[config.mk]
export PLATFORM = sky130hd
export DESIGN_NAME = key_sequence_binding_matcher_core
export DESIGN_NICKNAME = d
export VERILOG_FILES = /design/src/hw/rtl/ksbm_pkg.sv /design/src/hw/rtl/ksbm_ctrl.sv /design/src/hw/rtl/ksbm_dp.sv /design/src/hw/rtl/key_sequence_binding_matcher_core.sv
export VERILOG_INCLUDE_DIRS = /design/src /design/src/hw/rtl
export SDC_FILE = /design/constraint.sdc
export NUM_CORES = 1
export LEC_CHECK = 0
export BUFFER_PORTS_ARGS = -buffer_cell sky130_fd_sc_hd__buf_2
export CORE_ASPECT_RATIO = 1.4
export CORE_MARGIN = 10
export CORE_UTILIZATION = 67
export CTS_CLUSTER_SIZE = 16
export DETAILED_ROUTE_END_ITERATION = 12
export MAX_ROUTING_LAYER = met4
export PLACE_DENSITY = 0.81
export REMOVE_ABC_BUFFERS = 1
export SETUP_SLACK_MARGIN = 0.15
export SLEW_MARGIN = 25
export SYNTH_ARGS = -nofsm -noshare
export SYNTH_HDL_FRONTEND = slang
export SYNTH_SLANG_ARGS = --single-unit
[constraint.sdc]
create_clock -name clk -period 17.4 [get_ports clk]
set_input_delay 3.48 -clock clk [delete_from_list [all_inputs] [get_ports clk]]
set_output_delay 3.48 -clock clk [all_outputs]
set_load 0.005 [all_outputs]
[src/hw/rtl/assert_macros.svh]
// Assertion macros shared by the matcher RTL.
// No dependencies; included by files that carry concurrent assertions.
`ifndef ASSERT_MACROS_SVH
`define ASSERT_MACROS_SVH

// antecedent implies consequent in the same cycle
`define KSBM_ASSERT_IMPL(name, ante, cons, msg) \
    name: assert property (@(posedge clk) disable iff (!rst_n) (ante) |-> (cons)) \
        else $error(msg);

// antecedent implies consequent in the next cycle
`define KSBM_ASSERT_NEXT(name, ante, cons, msg) \
    name: assert property (@(posedge clk) disable iff (!rst_n) (ante) |=> (cons)) \
        else $error(msg);

`endif

[src/hw/rtl/ksbm_pkg.sv]
// Types, codes and default sizes for the key sequence binding matcher.
// No dependencies.
package ksbm_pkg;

    localparam int NUM_BINDINGS_DEF = 16;
    localparam int MAX_SEQ_LEN_DEF  = 8;

    localparam int CHAR_W     = 7;
    localparam int CFG_IDX_W  = 2;
    localparam int CFG_DATA_W = 64;
    localparam int ALLOW_W    = 127;

    localparam logic [7:0] KEY_IGNORE = 8'd127;

    typedef enum logic [1:0] {
        CMD_KEY     = 2'd0,
        CMD_WR_CHAR = 2'd1,
        CMD_WR_LEN  = 2'd2,
        CMD_NOP     = 2'd3
    } cmd_e;

    typedef enum logic [CFG_IDX_W-1:0] {
        REG_ALLOW_LO = 2'd0,
        REG_ALLOW_HI = 2'd1,
        REG_COUNT    = 2'd2,
        REG_NONE     = 2'd3
    } reg_idx_e;

    typedef enum logic [2:0] {
        ST_IDLE,
        ST_DISPATCH,
        ST_SCAN,
        ST_DRAIN,
        ST_FINISH
    } state_t;

    typedef struct packed {
        logic [1:0] cmd;
        logic [7:0] key_code;
        logic [3:0] slot_index;
        logic [2:0] char_position;
        logic [6:0] binding_char;
        logic [3:0] binding_length;
    } in_item_t;

    typedef struct packed {
        logic       matched;
        logic [3:0] matched_index;
        logic       sequence_cleared;
        logic [3:0] sequence_length;
    } out_item_t;

    typedef struct packed {
        logic capture;
        logic dispatch;
        logic scan_init;
        logic scan_issue;
        logic commit;
    } dp_cmd_t;

    typedef struct packed {
        logic is_key;
        logic n_zero;
        logic scan_last;
    } dp_status_t;

endpackage

[src/hw/rtl/ksbm_ctrl.sv]
// Sequencer for the matcher: accept, table write or binding scan, result hand-off.
// Depends on ksbm_pkg.
module ksbm_ctrl
    import ksbm_pkg::*;
(
    input  logic       clk,
    input  logic       rst_n,
    input  logic       item_valid,
    output logic       item_ready,
    output logic       result_valid,
    input  logic       result_ready,
    input  dp_status_t status,
    output dp_cmd_t    cmd
);

    state_t state_reg, state_next;
    logic   out_valid_reg, out_valid_next;

    always_ff @(posedge clk or negedge rst_n)
    begin
        if (!rst_n)
        begin
            state_reg     <= ST_IDLE;
            out_valid_reg <= 1'b0;
        end
        else
        begin
            state_reg     <= state_next;
            out_valid_reg <= out_valid_next;
        end
    end

    always_comb
    begin
        state_next = state_reg;
        cmd        = '0;
        item_ready = 1'b0;
        unique case (state_reg)
            ST_IDLE:
            begin
                item_ready = 1'b1;
                if (item_valid)
                begin
                    cmd.capture = 1'b1;
                    state_next  = ST_DISPATCH;
                end
            end
            ST_DISPATCH:
            begin
                cmd.dispatch = 1'b1;
                if (status.is_key)
                begin
                    cmd.scan_init = 1'b1;
                    state_next    = status.n_zero ? ST_FINISH : ST_SCAN;
                end
                else
                begin
                    state_next = ST_FINISH;
                end
            end
            ST_SCAN:
            begin
                cmd.scan_issue = 1'b1;
                if (status.scan_last)
                    state_next = ST_DRAIN;
            end
            ST_DRAIN:
            begin
                // last compare lands this cycle
                state_next = ST_FINISH;
            end
            ST_FINISH:
            begin
                if (!out_valid_reg || result_ready)
                begin
                    cmd.commit = 1'b1;
                    state_next = ST_IDLE;
                end
            end
            default:
            begin
                state_next = ST_IDLE;
            end
        endcase
    end

    always_comb
    begin
        out_valid_next = out_valid_reg;
        if (cmd.commit)
            out_valid_next = 1'b1;
        else if (result_ready)
            out_valid_next = 1'b0;
    end

    assign result_valid = out_valid_reg;

endmodule

[src/hw/rtl/ksbm_dp.sv]
// Datapath: config registers, binding table memories, held sequence,
// per-slot compare stage and result register. Depends on ksbm_pkg.
module ksbm_dp
    import ksbm_pkg::*;
#(
    parameter int NUM_BINDINGS = NUM_BINDINGS_DEF,
    parameter int MAX_SEQ_LEN  = MAX_SEQ_LEN_DEF
)
(
    input  logic                  clk,
    input  logic                  rst_n,
    input  logic                  cfg_we,
    input  logic [CFG_IDX_W-1:0]  cfg_index,
    input  logic [CFG_DATA_W-1:0] cfg_data,
    input  in_item_t              item,
    output out_item_t             result,
    input  dp_cmd_t               cmd,
    output dp_status_t            status
);

    localparam int SW   = (NUM_BINDINGS > 1) ? $clog2(NUM_BINDINGS) : 1;
    localparam int CW   = $clog2(NUM_BINDINGS + 1);
    localparam int PW   = (MAX_SEQ_LEN > 1) ? $clog2(MAX_SEQ_LEN) : 1;
    localparam int LW   = $clog2(MAX_SEQ_LEN + 1);
    localparam int LENW = $clog2(MAX_SEQ_LEN + 2);

    // configuration
    logic [63:0] allow_lo_reg;
    logic [62:0] allow_hi_reg;
    logic [4:0]  count_reg;

    always_ff @(posedge clk or negedge rst_n)
    begin
        if (!rst_n)
        begin
            allow_lo_reg <= '0;
            allow_hi_reg <= '0;
            count_reg    <= '0;
        end
        else if (cfg_we)
        begin
            unique case (cfg_index)
                REG_ALLOW_LO: allow_lo_reg <= cfg_data;
                REG_ALLOW_HI: allow_hi_reg <= cfg_data[62:0];
                REG_COUNT:    count_reg    <= cfg_data[4:0];
                REG_NONE:     ;
            endcase
        end
    end

    // captured item
    in_item_t item_reg;

    always_ff @(posedge clk)
    begin
        if (cmd.capture)
            item_reg <= item;
    end

    logic [CHAR_W-1:0]  key7;
    logic [ALLOW_W-1:0] allow_vec;
    logic               is_key;
    logic               append;
    logic [CW-1:0]      n_use;
    logic [LW-1:0]      cnt_reg;
    logic [LENW-1:0]    len_w;

    assign key7      = item_reg.key_code[6:0];
    assign allow_vec = {allow_hi_reg, allow_lo_reg};
    assign is_key    = (item_reg.cmd == CMD_KEY) && (item_reg.key_code < KEY_IGNORE);
    assign append    = (key7 != '0) && (key7 != KEY_IGNORE[6:0]) && allow_vec[key7];
    assign n_use     = (7'(count_reg) > 7'(NUM_BINDINGS)) ? CW'(NUM_BINDINGS) : CW'(count_reg);
    assign len_w     = LENW'(cnt_reg) + LENW'(append);

    // binding table
    logic [MAX_SEQ_LEN-1:0][CHAR_W-1:0] bchar_mem [NUM_BINDINGS];
    logic [LW-1:0]                      blen_mem  [NUM_BINDINGS];

    logic [SW-1:0]   wr_slot;
    logic [PW-1:0]   wr_pos;
    logic [LW-1:0]   wr_len;
    logic            slot_ok;
    logic            pos_ok;

    assign wr_slot = SW'(item_reg.slot_index);
    assign wr_pos  = PW'(item_reg.char_position);
    assign slot_ok = 7'(item_reg.slot_index) < 7'(NUM_BINDINGS);
    assign pos_ok  = 6'(item_reg.char_position) < 6'(MAX_SEQ_LEN);
    assign wr_len  = (6'(item_reg.binding_length) > 6'(MAX_SEQ_LEN)) ?
                     LW'(MAX_SEQ_LEN) : LW'(item_reg.binding_length);

    always_ff @(posedge clk)
    begin
        if (cmd.dispatch && item_reg.cmd == CMD_WR_CHAR && slot_ok && pos_ok)
            bchar_mem[wr_slot][wr_pos] <= item_reg.binding_char;
    end

    always_ff @(posedge clk)
    begin
        if (cmd.dispatch && item_reg.cmd == CMD_WR_LEN && slot_ok)
            blen_mem[wr_slot] <= wr_len;
    end

    // scan: read slot idx, compare it in the next cycle
    logic [CW-1:0]                      idx_reg;
    logic [SW-1:0]                      raddr;
    logic [MAX_SEQ_LEN-1:0][CHAR_W-1:0] row_q;
    logic [LW-1:0]                      blen_q;
    logic [SW-1:0]                      cmp_idx_reg;
    logic                               rd_vld_reg;

    assign raddr = SW'(idx_reg);

    always_ff @(posedge clk)
    begin
        if (cmd.scan_issue)
        begin
            row_q       <= bchar_mem[raddr];
            blen_q      <= blen_mem[raddr];
            cmp_idx_reg <= raddr;
        end
    end

    always_ff @(posedge clk or negedge rst_n)
    begin
        if (!rst_n)
        begin
            idx_reg    <= '0;
            rd_vld_reg <= 1'b0;
        end
        else
        begin
            rd_vld_reg <= cmd.scan_issue;
            if (cmd.scan_init)
                idx_reg <= '0;
            else if (cmd.scan_issue)
                idx_reg <= idx_reg + CW'(1);
        end
    end

    // held sequence with the new key laid over its append position
    logic [MAX_SEQ_LEN-1:0][CHAR_W-1:0] seq_reg;
    logic                               same;
    logic [LENW-1:0]                    blen_ext;

    assign blen_ext = LENW'(blen_q);

    always_comb
    begin
        logic [CHAR_W-1:0] cand;
        same = 1'b1;
        for (int j = 0; j < MAX_SEQ_LEN; j++)
        begin
            cand = (append && j == int'(cnt_reg)) ? key7 : seq_reg[j];
            if (j < int'(len_w) && cand != row_q[j])
                same = 1'b0;
        end
    end

    logic [LW-1:0] maxlen_reg;
    logic          found_reg;
    logic [SW-1:0] found_idx_reg;
    logic          prefix_reg;

    always_ff @(posedge clk or negedge rst_n)
    begin
        if (!rst_n)
        begin
            maxlen_reg    <= '0;
            found_reg     <= 1'b0;
            found_idx_reg <= '0;
            prefix_reg    <= 1'b0;
        end
        else if (cmd.scan_init)
        begin
            maxlen_reg <= '0;
            found_reg  <= 1'b0;
            prefix_reg <= 1'b0;
        end
        else if (rd_vld_reg)
        begin
            if (blen_q > maxlen_reg)
                maxlen_reg <= blen_q;
            if (same && blen_ext == len_w && !found_reg)
            begin
                found_reg     <= 1'b1;
                found_idx_reg <= cmp_idx_reg;
            end
            if (same && blen_ext > len_w)
                prefix_reg <= 1'b1;
        end
    end

    // commit
    logic      over;
    logic      keep;
    out_item_t res;
    logic [LW-1:0] cnt_next;

    assign over = len_w > LENW'(maxlen_reg);
    assign keep = !over && !found_reg && prefix_reg;

    always_comb
    begin
        res      = '0;
        cnt_next = cnt_reg;
        if (is_key)
        begin
            cnt_next = keep ? LW'(len_w) : '0;
            res.sequence_cleared = !keep;
            if (!over && found_reg)
            begin
                res.matched       = 1'b1;
                res.matched_index = 4'(found_idx_reg);
            end
        end
        res.sequence_length = 4'(cnt_next);
    end

    always_ff @(posedge clk or negedge rst_n)
    begin
        if (!rst_n)
            cnt_reg <= '0;
        else if (cmd.commit)
            cnt_reg <= cnt_next;
    end

    always_ff @(posedge clk)
    begin
        if (cmd.commit && is_key && append && !over)
            seq_reg[PW'(cnt_reg)] <= key7;
    end

    out_item_t out_reg;

    always_ff @(posedge clk)
    begin
        if (cmd.commit)
            out_reg <= res;
    end

    assign result           = out_reg;
    assign status.is_key    = is_key;
    assign status.n_zero    = (n_use == '0);
    assign status.scan_last = (idx_reg == n_use - CW'(1));

endmodule

[src/hw/rtl/key_sequence_binding_matcher_core.sv]
// Top level of the key sequence binding matcher: controller plus datapath.
// Depends on ksbm_pkg, ksbm_ctrl, ksbm_dp and assert_macros.svh.
//
//  channel  | handshake                   | payload
//  ---------+-----------------------------+---------------------------
//  item     | item_valid / item_ready     | item   (in_item_t)
//  result   | result_valid / result_ready | result (out_item_t)
//  config   | cfg_we, no wait             | cfg_index, cfg_data
//
// A key item goes through accept, dispatch, a scan of the n slots in use, drain and
// finish before its result is shown; with no slot in use scan and drain are skipped.
// The scan reads one slot per cycle through the binding table read port.
// Table writes and other commands go through accept, dispatch and finish.
// One item is in work at a time; the next is accepted while a result waits.
// A result stalled on result_ready holds the finish step of the next item.
// Reset clears config, held length and control; the table is undefined until written.
`include "assert_macros.svh"

module key_sequence_binding_matcher_core
    import ksbm_pkg::*;
#(
    parameter int NUM_BINDINGS = NUM_BINDINGS_DEF,
    parameter int MAX_SEQ_LEN  = MAX_SEQ_LEN_DEF
)
(
    input  logic                  clk,
    input  logic                  rst_n,
    input  logic                  item_valid,
    output logic                  item_ready,
    input  in_item_t              item,
    output logic                  result_valid,
    input  logic                  result_ready,
    output out_item_t             result,
    input  logic                  cfg_we,
    input  logic [CFG_IDX_W-1:0]  cfg_index,
    input  logic [CFG_DATA_W-1:0] cfg_data
);

    dp_cmd_t    cmd;
    dp_status_t status;

    ksbm_ctrl u_ctrl (
        .clk          (clk),
        .rst_n        (rst_n),
        .item_valid   (item_valid),
        .item_ready   (item_ready),
        .result_valid (result_valid),
        .result_ready (result_ready),
        .status       (status),
        .cmd          (cmd)
    );

    ksbm_dp #(
        .NUM_BINDINGS (NUM_BINDINGS),
        .MAX_SEQ_LEN  (MAX_SEQ_LEN)
    ) u_dp (
        .clk       (clk),
        .rst_n     (rst_n),
        .cfg_we    (cfg_we),
        .cfg_index (cfg_index),
        .cfg_data  (cfg_data),
        .item      (item),
        .result    (result),
        .cmd       (cmd),
        .status    (status)
    );

    `KSBM_ASSERT_IMPL(a_commit_free, cmd.commit, !result_valid || result_ready, "result overwritten")
    `KSBM_ASSERT_NEXT(a_busy_after_accept, item_valid && item_ready, !item_ready, "second accept")
    `KSBM_ASSERT_IMPL(a_scan_needs_slots, cmd.scan_issue, !status.n_zero, "scan with no slots")
    `KSBM_ASSERT_NEXT(a_commit_shows, cmd.commit, result_valid, "result not shown")

endmodule
---- Word level (Yosys, flattened, before mapping) ----
Memory sizes are Yosys's and may differ from the RTL's. A register that Yosys moved wholly into a read port is not among the register bits.
Index checks and enable logic that the tools add are counted.
W data, S select, Z words.
storage, ports and cells
  memories ................................ 2
  latch bits .............................. 0
  register bits ........................... 254
  memory bits (read-only) ................. 0
  memory bits (writable) .................. 960
  bits of input ports ..................... 99
cells by class
  $add $sub $neg .......................... 3
  eq/ne operators ......................... 29
  multiplexer cells ....................... 59
  divide/modulo/power cells ............... 0
  $lt $le $gt $ge ......................... 19
  multipliers ............................. 0
  bitwise gates (word level) .............. 1
  shift-type cells ........................ 0
  reductions and logical operators ........ 58
memories
  memory          depth  bits a word  read ports  clocked after Yosys merged registers in  write ports  RTL line       source
  u_dp.bchar_mem  16     56           1           1                                        1            ksbm_dp.sv:76  logic [MAX_SEQ_LEN-1:0][CHAR_W-1:0] bchar_mem [NUM_BINDINGS];
  u_dp.blen_mem   16     4            1           1                                        1            ksbm_dp.sv:77  logic [LW-1:0] blen_mem [NUM_BINDINGS];
operator list
  operator              number
  $mux W7               10
  $bwmux W56            1
  $mux W56              1
  $ne A7 B7 Y1          8
  $demux W7 S3          2
  $logic_and A1 B1 Y1   32
  $mux W1               27
  $mux W4               6
  $mux W5               4
  $eq A4 B4 Y1 const A  4
  $lt A3 B4 Y1 const A  4
  $mux W3               5
  $pmux W3 S5           1
  $reduce_and A2 Y1     7
  $gt A4 B4 Y1          3
  $reduce_bool A2 Y1    6
  $eq A3 B4 Y1 const A  2
  $lt A1 B4 Y1 const A  2
  $lt A2 B4 Y1 const A  2
  $lt A3 B4 Y1 const B  2
  $lt A7 B8 Y1 const B  1
  $lt A8 B7 Y1 const B  1
  $bmux W1 S7           1
  $ne A7 B7 Y1 const B  1
  26 further kinds      36

---- Depth between registers and ports, before layout ----
Gate-level depths: netlist (run 1).
  word-level depth ........................ 20
  mapped depth ............................ 26

---- Hierarchy ----
A second synthesis (run 1) with hierarchy kept.
unflattened totals
  cell total of the unflattened synthesis .. 2459
  area total of the unflattened synthesis .. 50682.4 um^2
by module, submodules not included
  module     instances  cells an instance  area each (um^2)
  ksbm_dp    1          2438               50465.9
  ksbm_ctrl  1          21                 216.5

---- Worst setup path before layout (run 1) ----
Ideal clock, no wire load.
  kind .................................... register to register
  start ................................... reg u_ctrl.state_reg[1]
  end ..................................... reg u_dp.idx_reg[3]
  period minus slack after synthesis ...... 6.471 ns
  arrival time ............................ 6.398 ns
  buffers on the path ..................... 0
  cell stages (with the launch flop) ...... 5
  data required time ...................... 17.327 ns
  setup slack ............................. 10.929 ns
  library setup time ...................... 0.073 ns
  path through ............................ dfrtp_1 nor3b_1 nand4_1 xor2_1 nor2_1
RTL lines
  what                      RTL line         source
  start: declaration        ksbm_ctrl.sv:16  state_t state_reg, state_next;
  start signal: assignment  ksbm_ctrl.sv:28  state_reg <= state_next;
  end signal: assignment    ksbm_dp.sv:137   idx_reg <= idx_reg + CW'(1);
  end: declaration          ksbm_dp.sv:105   logic [CW-1:0] idx_reg;

---- Final worst setup path (run 1) ----
  start ................................... reg u_dp.item_reg[18] (netlist bit)
  end ..................................... reg u_dp.seq_reg[8] (netlist bit), enable pin
between the ends
  cells in the longest elaborated chain, start to end .. 7
RTL lines
  what                                                                         RTL line        source
  start: declaration                                                           ksbm_dp.sv:52   in_item_t item_reg;
  start signal: assignment                                                     ksbm_dp.sv:57   item_reg <= item;
  $bmux W1 S7 (tied with other cells)                                          ksbm_dp.sv:71   assign append = (key7 != '0) && (key7 != KEY_IGNORE[6:0]) && allow_vec[key7];
  $mux W1 (implied by the code) / $logic_and A1 B1 Y1 (equally long branches)  ksbm_dp.sv:71
  $logic_and A1 B1 Y1                                                          ksbm_dp.sv:71
  $add A4 B1 Y4                                                                ksbm_dp.sv:73   assign len_w = LENW'(cnt_reg) + LENW'(append);
  $gt A4 B4 Y1                                                                 ksbm_dp.sv:200  assign over = len_w > LENW'(maxlen_reg);
  $logic_not A1 Y1                                                             ksbm_dp.sv:230  if (cmd.commit && is_key && append && !over)
  $logic_and A1 B1 Y1 *                                                        ksbm_dp.sv:230
  end signal: indexed assignment                                               ksbm_dp.sv:231  seq_reg[PW'(cnt_reg)] <= key7;
  end: declaration                                                             ksbm_dp.sv:142  logic [MAX_SEQ_LEN-1:0][CHAR_W-1:0] seq_reg;
Every way passes the cells marked *; elsewhere a longest branch is shown, timed or not. The select of a mux whose other input is x is not followed.
A chain may end at the register's enable or synchronous reset.

==> flow_summary.ini, run 1 <==
[flow_run]
maxCapViolations = 0

[worst_setup_path]
path_buf_inv = 3
cp_top_family = simple AND/OR/NAND/NOR gates
worst_setup_path_end_kind = flop
crit_top_cell = ha_1
setup.worst_path.class = reg2reg
crit_path_cell_trace = buf_4 -> buf_4 -> mux4_2 -> and2_0 -> a211oi_1 -> a2111oi_4 -> o31ai_1 -> inv_1 -> ha_1 -> ha_1 -> ha_1 -> nor2b_1 -> o21ai_0 -> nand2b_1 -> a21oi_1 -> a41o_1 -> nor2b_1 -> nand4_1 -> nor3_1
cpPeakStageDelay_ps = 820
cp.required_ps = 17720
worstPathArrival_ps = 7210
path_max_fanout = 46
slowest_stage = nor3_1
critPathLaunchType = flop

[placement]
gp_congestion = 0.935
post-dp-hpwl_mm = 74.8
dp.cells = 3505
io_buffers = 110
dp_slack_ps = 10570

[finish]
drive_gt1_share_pct = 29.9
syn2layout_area_growth_pct = 10.8
fin_util_pct = 74.9
largest_reg_flops = 896
final-instance-count-excl-fill = 3720
nets = 2767
fillCellCount = 3889

[power]
internal-power_mw = 5.80
p_total_mw = 8.03
power_density_mw_per_mm2 = 142
leakagePower_nw = 18.3
power.switching_mw = 2.24
ir_drop_v = 0.0000993
clockPowerShare_pct = 32.0
seqPwrFrac_pct = 46.8
swShare_pct = 27.8
combPwrFrac_pct = 21.2

[synth]
synth.largest_area_cell = edfxtp_1
yosysWarnings = 0
synthSimpleGateAreaFrac_pct = 3.40
synth.area.top_cells = edfxtp_1 (66%), mux4_2 (14%), dfrtp_1 (7.7%)
synth-compound-area-share_pct = 1.61
synth_cells = 2506
async_flop_share_pct = 12.2
synth_common_cells = edfxtp_1 (1,118), mux4_2 (318), nor2_1 (185)
ys_seq_area_share_pct = 73.6
synth_flop_cell = edfxtp_1
avgSynthCellArea_um2 = 20.3
synth_top_family_by_area = multiplexers
synthXorXnorAreaFrac_pct = 1.31
synth_cell_types = 78
synth.cell_area_mm2 = 0.0509
yosys.area_share.adder_pct = 0.393
ys_seq_elements = 1274
synth_edf_count = 1118
synth_top_area_share_pct = 66.0
synth_most_common_cell = edfxtp_1
synthMuxAreaShare_pct = 18.4

[cts]
post-cts-setup-buffer-count = 0
ctsResizeCount = 0
root_buffer = clkbuf_16
clk_pin_slew_ps = 60
clk_latency_ps = 710
h-tree-depth = 3
clockBufferDepth = 3
cts_buffers = 110
clock_sinks = 1274
cts_tree = done
ctsHoldBuffers = 0

[routing]
route.detailed.drc = 0
drt_pre_antenna_iters = 8
vias = 26475
drtIter0Drc = 3552
totalWireLength_mm = 132
ant_nets = 0
wl_per_cell_um = 35.4
via_per_inst = 7.12

[sta]
finalHoldViolCount = 0
skew_ps = 22.3
slew_headroom_pct = 26.0
timing.final.crit_share_pct = 39.6
rsz0062_at_grt = no
tightest_slew_ps = 1110
worst_slack_ps = 10510
fmax_mhz = 145
setup_viol = 0
drv_slew = 0
setup_tns_ps = 0
fin_crit_ps = 6890

[floorplanning]
core_mm2 = 0.0753
num_rows = 119
die_w_um = 253
initial_core_util_pct = 67.6
die_area_mm2 = 0.0876
fp.dieH_um = 346
ios = 111

[grt]
grt_pass1_wl_mm = 188
grt_antenna_before_repair = 1
grt_max_degree = 115
grt_util_all_layers_pct = 30.5
grt-ovfl-total = 0
grt_pass1_vias = 27371

[hold_path]
hold_class = reg2reg

[outcome]
status = complete, no violations
worst paths after layout:
| check | start | endpoint | slack [ps] | depth (start not counted) |
|---|---|---|---|---|
| setup / recovery | u_dp.item_reg[18]$_DFFE_PP_ | u_dp.seq_reg[8]$_DFFE_PP_ | 10510 | 19 |
| hold / removal | u_dp.cmp_idx_reg[0]$_DFFE_PP_ | u_dp.found_idx_reg[0]$_DFFE_PN0P_ | 480 | 1 |
| setup reg to reg | u_dp.item_reg[18]$_DFFE_PP_ | u_dp.seq_reg[8]$_DFFE_PP_ | 10510 | 19 |
| hold reg to reg | u_dp.cmp_idx_reg[0]$_DFFE_PP_ | u_dp.found_idx_reg[0]$_DFFE_PN0P_ | 480 | 1 |
| max in group asynchronous | rst_n | u_dp.allow_lo_reg[35]$_DFFE_PN0P_ | 13140 | 2 |
| min in group asynchronous | rst_n | u_dp.allow_hi_reg[44]$_DFFE_PN0P_ | 2830 | 1 |
cell usage in the layout, fill, tap and decap left out, types with 5 or more instances in the layout:
cell and count:
a21oi_1 16, a22o_1 6, and2_1 6, and3_1 7, buf_2 109, buf_4 42
buf_6 6, bufinv_16 17, clkbuf_1 16, clkbuf_16 112, clkinv_1 22, clkinv_2 26
clkinvlp_4 9, dfrtp_1 152, edfxtp_1 1118, ha_1 16, inv_1 29, mux2_2 135
mux2i_1 53, mux4_2 318, nand2_1 62, nand2b_1 13, nand3_1 17, nand3b_1 5
nand4_1 8, nor2_1 185, nor2b_1 18, nor3_1 13, nor4_1 8, o211ai_1 5
o21ai_0 11, o22ai_1 7, xnor2_1 45, xor2_1 31
logic make-up after synthesis:
logic type	after synthesis
buffers and inverters	157
multiplexers	513
AO/OA/AOI/OAI	99
adder cells (fa/ha/maj)	16
XOR/XNOR	76
flip-flops	1274
AND/OR/NAND/NOR	371
per-stage QoR:
| step | instance area [um^2] | hold slack, ps |
|---|---|---|
| final | 56400 | 483 |
| after global routing | 56400 | 509 |
| after CTS | 56300 | 483 |
| after detailed placement | 52500 | 467 |
| after global placement | 52500 | 463 |
| after floorplan | 50400 | 458 |
routing by layer:
| layer | vias up | share of wire [%] | GRT usage [%] |
|---|---|---|---|
| met5 | - | 0 | - |
| met4 | 0 | 5.8 | 15.2 |
| met3 | 405 | 9.4 | 5.87 |
| met2 | 1908 | 51 | 48.6 |
| met1 | 13719 | 34 | 37.2 |
| li1 | 10443 | - | - |
power by group through the flow:
stage / clock (mW) / combinational, mW / sequential [mW]
final: 2.57 / 1.70 / 3.76
after global routing: 2.69 / 1.78 / 3.77
after CTS: 2.57 / 1.66 / 3.76
after detailed placement: 0 / 1.63 / 3.82
after global placement: 0 / 1.57 / 3.81
after floorplan: 0 / 1.15 / 3.99
final cells by class:
type | instances | area (um^2) | area share [%]
repair buffers | 161 | 1020 | 1.80
clock buffers | 128 | 2860 | 5.07
flip-flops and latches | 1274 | 37500 | 66.4
clock inverters | 81 | 900 | 1.59
inverters | 30 | 113 | 0.200
well taps | 968 | 1210 | 2.15
multi-input cells | 1075 | 12800 | 22.7
diodes | 3 | 7.51 | 0.0133
Power figures use the tool's default switching activity.
==> run 2: changes to the inputs <==
CORE_UTILIZATION = 56   (was 67)
PLACE_DENSITY = 0.72   (was 0.81)
clock period = 6.03 ns   (was 17.4 ns; I/O delays follow)
==> flow_summary.ini, run 2 (synthesized netlist as in run 1, its figures left out) <==
[sta]
setup_viol = 0
fin_crit_ps = 5390
slew_headroom_pct = 27.5
rsz0062_at_grt = no
timing.hold.ws_ps = 477
drv_slew = 0
worst_slack_ps = 644
fmax_mhz = 186
tightest_slew_ps = 1090
skew_ps = 22.7
timing.final.crit_share_pct = 89.3
finalHoldViolCount = 0

[floorplanning]
ios = 111
fp.dieH_um = 377
initial_core_util_pct = 56.6
die_w_um = 275
die_area_mm2 = 0.104
core_mm2 = 0.0899
num_rows = 130

[power]
p_total_mw = 22.6
leakagePower_nw = 18.3
power_density_mw_per_mm2 = 398
ir_drop_v = 0.000233

[cts]
clk_pin_slew_ps = 70
h-tree-depth = 3
clock_sinks = 1274
clockBufferDepth = 3
cts_buffers = 109
root_buffer = clkbuf_16
cts_tree = done
clk_latency_ps = 700

[worst_setup_path]
slowest_stage = mux4_1
path_max_fanout = 32
crit_start = u_dp.item_reg[18]$_DFFE_PP_
cpPeakStageDelay_ps = 590
worstPathArrival_ps = 5750
worst_setup_path_end_kind = flop
critPathLaunchType = flop
r2r-start = u_dp.item_reg[18]$_DFFE_PP_
setup.worst_path.class = reg2reg
reg2reg_setup_slack_ps = 640
cp.required_ps = 6390
crit_path_cell_trace = buf_12 -> mux4_1 -> mux2_2 -> a221oi_2 -> nor2_2 -> o31ai_1 -> inv_1 -> ha_1 -> ha_1 -> ha_1 -> nor2b_1 -> o21ai_0 -> nand2b_1 -> a21oi_1 -> a41o_1 -> nor2b_1 -> nand4b_1 -> nor2_2
crit_top_cell = ha_1

[outcome]
status = complete, no violations

[finish]
nets = 2786
multi_input_area_mm2 = 0.0128
drive_gt1_share_pct = 30.1
mostFrequentLayoutCells = edfxtp_1 (1,118), mux4_2 (318), nor2_1 (179), dfrtp_1 (152), mux2_2 (135)
final_common_cell = edfxtp_1
final_area_mm2 = 0.0567
ff_latch_area_mm2 = 0.0375
fillCellCount = 5949
syn2layout_area_growth_pct = 11.4
fin_util_pct = 63.0
largest_reg_flops = 896
diodes = 0

[routing]
totalWireLength_mm = 116
route.detailed.drc = 0
ant_nets = 0
drt_pre_antenna_iters = 5
vias = 25101
wl_per_cell_um = 29.5
drtIter0Drc = 2622
via_per_inst = 6.35

[placement]
gp_congestion = 0.917
post-dp-hpwl_mm = 73.9
place_area_mm2 = 0.0530
dp_slack_ps = 478
io_buffers = 110

[flow_run]
maxCapViolations = 0

[grt]
grt_max_degree = 102
grt_util_all_layers_pct = 23.4
grt_antenna_before_repair = 1
grt_pass1_wl_mm = 173
grt_pass1_vias = 26298
grt-ovfl-total = 0

[hold_path]
hold_class = reg2reg
min_from = u_dp.cmp_idx_reg[3]$_DFFE_PP_
run 2: layer usage:
metal	wire [um]	global-route usage [%]
met5	0	-
met3	8290	3.70
met4	3520	7.43
met2	60000	38.3
met1	44600	30.0
run 2: final timing paths:
path,endpoint,cells after the start
setup / recovery,u_dp.seq_reg[42]$_DFFE_PP_,18
hold / removal,u_dp.found_idx_reg[3]$_DFFE_PN0P_,1
setup reg to reg,u_dp.seq_reg[42]$_DFFE_PP_,18
hold reg to reg,u_dp.found_idx_reg[3]$_DFFE_PN0P_,1
max in group asynchronous,u_dp.allow_hi_reg[51]$_DFFE_PN0P_,2
min in group asynchronous,u_dp.allow_lo_reg[5]$_DFFE_PN0P_,1
run 2: critical path, delay by kind of cell, from the launching register on:
kind	cells	cell delay [ps]
muxes	2	900
adders and majority gates	3	940
buffers and inverters	2	370
DFF	1	380
AOI/OAI and AO/OA	5	1050
and+or+nand+nor	6	1330
run 2: layout make-up:
| class | count | area share, % |
|---|---|---|
| Clock inverter | 68 | 1.12 |
| Sequential cell | 1274 | 66.1 |
| Timing Repair Buffer | 181 | 2.20 |
| Inverter | 30 | 0.199 |
| Multi-Input combinational cell | 1075 | 22.6 |
| Tap cell | 1188 | 2.62 |
| Clock buffer | 136 | 5.10 |
run 2: what timing repair did:
item / 4_1_cts / 5_1_grt
hold buffers: 0 / 0
setup buffers: 0 / 4
resized for setup: 0 / 6
endpoints found under the setup margin: 0 / 49
run 2: where the power goes:
group          total [mW]  switching, mW  internal [mW]  leakage [nW]
clock                6.97           3.09           3.88          1.73
sequential           10.9          0.425           10.4          12.0
combinational        4.75           2.56           2.19          4.65
total                22.6           6.08           16.5          18.3
run 2: through the flow:
| stage | instances | setup TNS (ps) |
|---|---|---|
| CTS | 3944 | 0 |
| floorplan | 2379 | -371110 |
| global route | 3952 | 0 |
| finish | 3952 | 0 |
| detailed placement | 3740 | 0 |
| global placement | 3740 | 0 |
